===== config.mk =====
export PLATFORM = sky130hd
export DESIGN_NAME = escaped_frame_receiver
export DESIGN_NICKNAME = d
export VERILOG_FILES = /design/src/rtl/efr_pkg.sv /design/src/rtl/efr_ctrl.sv /design/src/rtl/efr_dpath.sv /design/src/rtl/escaped_frame_receiver.sv
export VERILOG_INCLUDE_DIRS = /design/src /design/src/rtl
export SDC_FILE = /design/constraint.sdc
export NUM_CORES = 1
export LEC_CHECK = 0
export BUFFER_PORTS_ARGS = -buffer_cell sky130_fd_sc_hd__buf_2
export CORE_ASPECT_RATIO = 0.9
export CORE_UTILIZATION = 33
export CTS_CLUSTER_SIZE = 12
export DETAILED_ROUTE_END_ITERATION = 7
export PLACE_DENSITY = 0.48
export SYNTH_ARGS = -nofsm -noshare
export SYNTH_HDL_FRONTEND = slang
export SYNTH_SLANG_ARGS = --single-unit

===== constraint.sdc =====
create_clock -name clk -period 7.5 [get_ports clk]
set_clock_uncertainty 0.05 [all_clocks]
set_input_delay 0.75 -clock clk [delete_from_list [all_inputs] [get_ports clk]]
set_output_delay 0.75 -clock clk [all_outputs]
set_load 0.05 [all_outputs]

===== src/rtl/escaped_frame_receiver_assert.svh =====
// ----------------------------------------------------------------------------
// escaped_frame_receiver_assert.svh
// Assertion macros for the escaped frame receiver.
// ----------------------------------------------------------------------------
`ifndef ESCAPED_FRAME_RECEIVER_ASSERT_SVH
`define ESCAPED_FRAME_RECEIVER_ASSERT_SVH

`ifndef SYNTHESIS
// checked on clk, masked while rst_n is low
`define EFR_ASSERT_RST(lbl, prop, msg) \
  lbl: assert property (@(posedge clk) disable iff (!rst_n) prop) else $error(msg);
// checked on clk at every edge, reset included
`define EFR_ASSERT_ALL(lbl, prop, msg) \
  lbl: assert property (@(posedge clk) prop) else $error(msg);
`else
`define EFR_ASSERT_RST(lbl, prop, msg)
`define EFR_ASSERT_ALL(lbl, prop, msg)
`endif

`endif


===== src/rtl/efr_pkg.sv =====
// ----------------------------------------------------------------------------
// efr_pkg
// Shared constants, types and the payload position table.
// ----------------------------------------------------------------------------
`default_nettype none

package efr_pkg;

  localparam int BUFFER_DEPTH = 32;
  localparam int IDX_W        = $clog2(BUFFER_DEPTH);
  localparam int CNT_W        = $clog2(BUFFER_DEPTH + 1);
  localparam int CFG_W        = 6;
  localparam int CMP_W        = (CNT_W > CFG_W) ? CNT_W : CFG_W;
  localparam int PAYLOAD_LEN  = 10;
  localparam int SLOT_W       = 4;

  localparam logic [7:0] START_BYTE  = 8'hAA;
  localparam logic [7:0] ESCAPE_BYTE = 8'hFF;
  localparam logic [7:0] END_BYTE    = 8'h55;
  localparam logic [CFG_W-1:0] MIN_FRAME_RST = 6'd3;

  typedef enum logic [1:0] {
    ST_IDLE,
    ST_READ,
    ST_SEND
  } efr_state_t;

  typedef struct packed {
    logic take;   // process the input item
    logic rd;     // read buffer at current slot
    logic next;   // advance to the next slot
  } efr_cmd_t;

  typedef struct packed {
    logic emit;   // current input item ends a kept frame
    logic last;   // current slot is the final one
  } efr_stat_t;

  // buffer position of each payload slot
  function automatic logic [IDX_W-1:0] payload_pos(input logic [SLOT_W-1:0] slot);
    logic [IDX_W-1:0] pos;
    case (slot)
      4'd0:    pos = IDX_W'(5);
      4'd1:    pos = IDX_W'(6);
      4'd2:    pos = IDX_W'(7);
      4'd3:    pos = IDX_W'(12);
      4'd4:    pos = IDX_W'(13);
      4'd5:    pos = IDX_W'(14);
      4'd6:    pos = IDX_W'(15);
      4'd7:    pos = IDX_W'(16);
      4'd8:    pos = IDX_W'(17);
      4'd9:    pos = IDX_W'(18);
      default: pos = '0;
    endcase
    return pos;
  endfunction

endpackage

`default_nettype wire


===== src/rtl/efr_ctrl.sv =====
// ----------------------------------------------------------------------------
// efr_ctrl
// Sequencer: takes items, then walks the payload readout on a frame end.
// ----------------------------------------------------------------------------
`default_nettype none

module efr_ctrl (
  input  wire logic              clk,
  input  wire logic              rst_n,
  input  wire logic              in_valid,
  output logic                   in_stall,
  output logic                   out_valid,
  input  wire logic              out_stall,
  input  wire efr_pkg::efr_stat_t stat,
  output efr_pkg::efr_cmd_t      cmd
);
  import efr_pkg::*;

  efr_state_t state_r, state_nxt;

  always_ff @(posedge clk) begin
    if (!rst_n) begin
      state_r <= ST_IDLE;
    end else begin
      state_r <= state_nxt;
    end
  end

  always_comb begin
    state_nxt = state_r;
    cmd       = '0;
    in_stall  = 1'b1;
    out_valid = 1'b0;
    case (state_r)
      ST_IDLE: begin
        in_stall = 1'b0;
        if (in_valid) begin
          cmd.take = 1'b1;
          if (stat.emit) begin
            state_nxt = ST_READ;
          end
        end
      end
      ST_READ: begin
        cmd.rd    = 1'b1;
        state_nxt = ST_SEND;
      end
      ST_SEND: begin
        out_valid = 1'b1;
        if (!out_stall) begin
          cmd.next  = 1'b1;
          state_nxt = stat.last ? ST_IDLE : ST_READ;
        end
      end
      default: begin
        state_nxt = ST_IDLE;
      end
    endcase
  end

endmodule

`default_nettype wire


===== src/rtl/efr_dpath.sv =====
// ----------------------------------------------------------------------------
// efr_dpath
// Frame buffer, fill/escape/overflow state and payload readout registers.
// ----------------------------------------------------------------------------
`default_nettype none

module efr_dpath (
  input  wire logic                       clk,
  input  wire logic                       rst_n,
  input  wire logic [7:0]                 in_rx_byte,
  input  wire logic                       cfg_valid,
  input  wire logic [efr_pkg::CFG_W-1:0]  cfg_min_frame_bytes,
  input  wire efr_pkg::efr_cmd_t          cmd,
  output efr_pkg::efr_stat_t              stat,
  output logic [7:0]                      out_payload_byte,
  output logic [efr_pkg::SLOT_W-1:0]      out_payload_slot,
  output logic                            out_last_of_run,
  output logic                            out_frame_overflowed
);
  import efr_pkg::*;

  logic [7:0]        mem [BUFFER_DEPTH];
  logic [BUFFER_DEPTH-1:0] vld_r;

  logic [CNT_W-1:0]  fill_r, fill_nxt;
  logic              esc_r, esc_nxt;
  logic              ovf_r, ovf_nxt;
  logic [CFG_W-1:0]  min_r;
  logic [SLOT_W-1:0] slot_r;
  logic              run_ovf_r;
  logic [7:0]        rd_data_r;
  logic              rd_vld_r;

  logic              full;
  logic              short;
  logic              wr_en;
  logic [IDX_W-1:0]  wr_idx;
  logic [CNT_W-1:0]  base;
  logic [IDX_W-1:0]  rd_idx;

  assign full   = (fill_r == CNT_W'(BUFFER_DEPTH));
  assign short  = (CMP_W'(fill_r) < CMP_W'(min_r));
  assign rd_idx = payload_pos(slot_r);

  assign stat.emit = !esc_r && (in_rx_byte == END_BYTE) && !short;
  assign stat.last = (slot_r == SLOT_W'(PAYLOAD_LEN - 1));

  // decode of one received byte
  always_comb begin
    esc_nxt = esc_r;
    ovf_nxt = ovf_r;
    wr_en   = 1'b0;
    base    = fill_r;
    if (esc_r) begin
      wr_en   = 1'b1;
      esc_nxt = 1'b0;
    end else if (in_rx_byte == START_BYTE) begin
      base    = '0;
      ovf_nxt = 1'b0;
      wr_en   = 1'b1;
    end else if (in_rx_byte == ESCAPE_BYTE) begin
      esc_nxt = 1'b1;
    end else if (in_rx_byte != END_BYTE) begin
      wr_en = 1'b1;
    end else if (!short) begin
      wr_en = 1'b1;
    end
    wr_idx   = base[IDX_W-1:0];
    fill_nxt = base;
    if (wr_en) begin
      if (base == CNT_W'(BUFFER_DEPTH)) begin
        ovf_nxt = 1'b1;
        wr_en   = 1'b0;
      end else begin
        fill_nxt = base + CNT_W'(1);
      end
    end
    // frame end: kept or dropped, position and flag restart
    if (!esc_r && (in_rx_byte == END_BYTE)) begin
      fill_nxt = '0;
      ovf_nxt  = 1'b0;
    end
  end

  always_ff @(posedge clk) begin
    if (!rst_n) begin
      fill_r <= '0;
      esc_r  <= 1'b0;
      ovf_r  <= 1'b0;
      vld_r  <= '0;
      min_r  <= MIN_FRAME_RST;
      slot_r <= '0;
    end else begin
      if (cfg_valid) begin
        min_r <= cfg_min_frame_bytes;
      end
      if (cmd.take) begin
        fill_r <= fill_nxt;
        esc_r  <= esc_nxt;
        ovf_r  <= ovf_nxt;
        if (wr_en) begin
          vld_r[wr_idx] <= 1'b1;
        end
        if (stat.emit) begin
          slot_r <= '0;
        end
      end else if (cmd.next) begin
        slot_r <= stat.last ? '0 : slot_r + SLOT_W'(1);
      end
    end
  end

  // frame buffer, one write and one registered read port
  always_ff @(posedge clk) begin
    if (cmd.take && wr_en) begin
      mem[wr_idx] <= in_rx_byte;
    end
    if (cmd.rd) begin
      rd_data_r <= mem[rd_idx];
      rd_vld_r  <= vld_r[rd_idx];
    end
  end

  // overflow flag of the emitted frame, end byte included
  always_ff @(posedge clk) begin
    if (cmd.take && stat.emit) begin
      run_ovf_r <= ovf_r || full;
    end
  end

  assign out_payload_byte     = rd_vld_r ? rd_data_r : 8'h00;
  assign out_payload_slot     = slot_r;
  assign out_last_of_run      = stat.last;
  assign out_frame_overflowed = run_ovf_r;

endmodule

`default_nettype wire


===== src/rtl/escaped_frame_receiver.sv =====
// ----------------------------------------------------------------------------
// escaped_frame_receiver
// Frames received serial bytes and emits ten payload bytes per kept frame.
// ----------------------------------------------------------------------------
// Usage:
//   Input channel: in_valid / in_stall carry one received byte (in_rx_byte).
//   A byte is taken on an edge with in_valid high and in_stall low.
//   Output channel: out_valid / out_stall carry one payload item (byte,
//   slot 0..9, last flag, overflow flag); the item holds while stalled.
//   Config: cfg_valid / cfg_ready write min_frame_bytes; cfg_ready is
//   always high. Write it only while the block is idle.
// Sequence:
//   For ordinary bytes in_stall stays low, so outside a readout a new
//   byte can be taken every cycle. A frame end that keeps the frame
//   starts a readout: each payload item passes a buffer read state and
//   then a send state, in which out_valid is high. in_stall is high for
//   the whole readout. Each item has its own read state because the
//   buffer has a single read port. out_stall holds the current item in
//   its send state.
// Reset:
//   rst_n (sync, active low) clears fill position, escape mark, overflow
//   flag and all buffer valid bits (unwritten entries read as zero), and
//   loads min_frame_bytes with 3. No clearing pass is needed.
// ----------------------------------------------------------------------------
`default_nettype none

module escaped_frame_receiver (
  input  wire logic                      clk,
  input  wire logic                      rst_n,
  // received byte channel
  input  wire logic                      in_valid,
  output logic                           in_stall,
  input  wire logic [7:0]                in_rx_byte,
  // payload channel
  output logic                           out_valid,
  input  wire logic                      out_stall,
  output logic [7:0]                     out_payload_byte,
  output logic [efr_pkg::SLOT_W-1:0]     out_payload_slot,
  output logic                           out_last_of_run,
  output logic                           out_frame_overflowed,
  // min_frame_bytes write port
  input  wire logic                      cfg_valid,
  output logic                           cfg_ready,
  input  wire logic [efr_pkg::CFG_W-1:0] cfg_min_frame_bytes
);
  import efr_pkg::*;

  efr_cmd_t  cmd;
  efr_stat_t stat;

  // register write never waits
  assign cfg_ready = 1'b1;

  // sequencer: item intake and payload walk
  efr_ctrl u_ctrl (
    .clk       (clk),
    .rst_n     (rst_n),
    .in_valid  (in_valid),
    .in_stall  (in_stall),
    .out_valid (out_valid),
    .out_stall (out_stall),
    .stat      (stat),
    .cmd       (cmd)
  );

  // buffer, frame state and readout registers
  efr_dpath u_dpath (
    .clk                  (clk),
    .rst_n                (rst_n),
    .in_rx_byte           (in_rx_byte),
    .cfg_valid            (cfg_valid),
    .cfg_min_frame_bytes  (cfg_min_frame_bytes),
    .cmd                  (cmd),
    .stat                 (stat),
    .out_payload_byte     (out_payload_byte),
    .out_payload_slot     (out_payload_slot),
    .out_last_of_run      (out_last_of_run),
    .out_frame_overflowed (out_frame_overflowed)
  );

`include "escaped_frame_receiver_assert.svh"

  // no intake while a payload item is pending
  `EFR_ASSERT_RST(a_no_take_in_run, out_valid |-> in_stall, "byte taken during readout")
  // last item sent returns to idle
  `EFR_ASSERT_RST(a_last_ends, out_valid && !out_stall && out_last_of_run |=> !out_valid, "run continued past last item")
  // next item follows after a buffer read state
  `EFR_ASSERT_RST(a_run_pace, out_valid && !out_stall && !out_last_of_run |=> !out_valid ##1 out_valid, "payload run broke off")
  // nothing pending right after reset
  `EFR_ASSERT_ALL(a_reset_quiet, !rst_n |=> !out_valid, "output valid after reset")

endmodule

`default_nettype wire

==> metrics.md <==
| Metric | Value |
|---|---|
| Final slew viol count | 0 |
| First-pass GRT wire length | ~48000 microns |
| Iter 0 DRT Violations | between 500 and 600 |
| Clk slew on worst S/H paths | ~0.05 ns |
| Fmax | 223 MHz |
| Final TNS setup | 0 ns |
| Final setup vio count | 0 |
| CP Class | in2reg |
| Hold endpoint | u_dpath.min_r[0] |
| Crit path arrival time | 4.57 ns |
| Area of the core | roughly 39000 sq um |
| Initial antenna violation count | 1 |
| GPL Wtd Cong | roughly 0.78 |
| MaxCap Viol Count | 0 |
| Peak VDD IR | approximately 0.00012 V |
| Synthesis Warnings | 0 |
| Hold_ws | a little over 0.4 ns |
| Most frequent cell after synthesis | edfxtp_1 |
| Yosys top cell area share | between 60% and 70% |
| Synth area leaders | edfxtp_1, mux4_2, dfxtp_1, nand2_1, o21ai_0 |
| Min-Delay Path Depth | 3 |
| Worst slew pin tran | about 1.1 ns |
| Remaining DRCs | 0 |
| CP max-delay cell | nor2_1 |
| Tot GR Track Use | around 16% |
| Post-Syn Nets | 785 |
| Area grow syn2layout | 14.3% |
| CP Launch Type | primary input |
| Cell area after synthesis | about 13000 sq um |
| Die height | between 150 and 200 microns |
| Async SR Flop Fraction | 0% |
| Final Hold Fails | 0 |
| Min-Delay Path Class | in2reg |
| WL per Instance | around 24 microns |
| Routed wire length | about 32000 microns |
| Min Clock Period, post-route | between 4 and 5 ns |
| Reg2reg path depth | 9 |
| CP Buf/Inv Count | 1 |
| Setup slack, reg-to-reg | 3.37 ns |
| Layout cells sized above 1 | between 20% and 30% |
| Longest Clk Path Bufs | 3 |
| Port-buffer cells | 34 |
| Worst-skew pair later-pin latency | 0.51 ns |
| Die X | between 200 and 250 microns |
| Rows | 68 |
| Most used DFF post-synth | edfxtp_1 |
| Vias/cell | approximately 5.2 |
| First drt pass iteration count | 6 |
| Total power | around 3.7 mW |
| Top cells by count, synth | edfxtp_1, mux4_2, dfxtp_1, nand2_1, nor2_1 |
| Crit-path cells | buf_2, nor4_2, nand3_1, nand2_1, ha_1, nand3_1, nor2_1, a2111oi_4, nand2_1, nor2_1 |
| Pleak | slightly below 5 nW |
| Synthesized area per cell | between 15 and 20 sq um |
| EDFF count, synth | roughly 270 |
| Final setup margin | between 3 and 4 ns |
| Worst setup EP type | flop |
| Clock sink count | approximately 320 |
| Hold_buf cts | 0 |
| Largest net degree at the start of global routing | 73 |
| Top Family by Delay on Critical Path | simple AND/OR/NAND/NOR gates |
| Synth Register Bits | between 300 and 400 |
| Postcts setup bufs | 0 |
| Worst slew margin | 24.3% |
| ANT cells | 0 |
| CTS tree | yes |
| Unrepaired setup endpoints after global routing | false |
| CTS H-tree depth | 2 |
| Reg-to-Reg Start | u_dpath.esc_r |
| Biggest cell delay along the critical path | 0.83 ns |
| Vias in the first global route | around 7200 |
| PostCTS Resize Cnt | 0 |
| R2r endpoint | u_dpath.mem[9][4] |
| Final ANT Viol Nets | 0 |
| Via count | between 6000 and 7000 |
| Status | finished clean |
| GRT overflow | 0 |
| Clock root buffer | clkbuf_16 |
| Seq/Total Area, Yosys | 69.8% |
| Crit-path max FO | 34 |
| Hold Crit Start | cfg_min_frame_bytes[0] |
| Die ar. | about 40000 sq um |
| Starting Density | 33.8% |
| I/O Pins | 36 |
| Mapped Cells | approximately 750 |
| CTS Buf Count | 37 |
| HPWL after detailed placement | ~20000 microns |
| Post-synth top area cell | edfxtp_1 |
| Period utilization | roughly three fifths |
| Synth cell types | between 50 and 60 |
| Worst path required time | between 7 and 8 ns |
| Final nets | 832 |
| P per Cell Area | approximately 250 nW/um^2 |
| Place WS | 2.44 ns |
cell families after synthesis:
logic type,Yosys count,share of synthesized area [%]
AND/OR/NAND/NOR,163,5.93
adder cells (fa/ha/maj),15,1.43
XOR/XNOR,1,0.0669
AO/OA/AOI/OAI,82,4.03
flip-flops,323,69.8
multiplexers,107,16.9
buffers and inverters,59,1.87
other,1,0.0287
flip-flops by register name, indices dropped and copies added (netlist names), 2 cells and up:
name and flops:
u_dpath.out_payload_slot 4, u_dpath.rd_data_r 8, u_dpath.rd_idx 5, u_ctrl.state_r 2, u_dpath.mem 256, u_dpath.vld_r 32
u_dpath.min_r 6, u_dpath.fill_r 6
per-layer routing:
layer	vias to the layer above	track usage [%]	wire, microns
met3	58	3.12	1780
met2	222	26.0	15000
met4	2	5.30	813
met5	-	0	13
li1	3076	-	-
met1	3632	23.0	14600
final cells by class:
type                            instances  area [sq um]
Fill cell                            3530         23800
Sequential cell                       323          9130
Multi-Input combinational cell        369          3710
Clock buffer                           44           952
Tap cell                              525           657
Timing Repair Buffer                   51           298
Clock inverter                         15           146
Inverter                               16          60.1
placed cells by master (no fill, tap or decap), drive strengths merged, types with 15 or more instances in the layout:
master and instances:
nand2 53, inv 17, nor2 46, o21ai 38, clkbuf 44, ha 15
mux4 90, edfxtp 266, dfxtp 57, buf 51
metrics by stage:
step / utilization [%] / std cells / cell area, sq um
after floorplan: - / 751 / 13100
after global placement: 35.8 / 1284 / 13900
after detailed placement: 35.8 / 1284 / 13900
after CTS: 38.6 / 1343 / 15000
after global routing: 38.6 / 1343 / 15000
final: 38.6 / 1343 / 15000
worst reg2reg max path, stage by stage, from the launching register on:
cell,delay [ns]
dfxtp_1,0.36
and4b_1,0.24
nand3_1,0.35
nand2_1,0.20
ha_1,0.24
nand3_1,0.09
nor2_1,0.11
a2111oi_4,0.54
nand2_1,0.74
nor2_1,0.83
report_power, final:
part | internal (mW) | switching (mW) | total [mW]
Clock | 1.00 | 0.664 | 1.66
Combinational | 0.0266 | 0.0790 | 0.106
Sequential | 1.95 | 0.00744 | 1.96
worst max-delay path by stage:
stage | from | to | slack [ns] | depth (start not counted)
after global placement | in_rx_byte[6] | u_dpath.mem[1][1] | 2.73 | 10
after floorplan | in_rx_byte[3] | u_dpath.mem[13][0] | 3.69 | 10
after global routing | in_rx_byte[6] | u_dpath.mem[5][5] | 2.72 | 10
after detailed placement | in_rx_byte[6] | u_dpath.mem[29][4] | 2.44 | 10
after CTS | in_rx_byte[6] | u_dpath.mem[29][6] | 2.98 | 10
final | in_rx_byte[6] | u_dpath.mem[9][4] | 3.01 | 10
(Power assumes the default switching activity.)
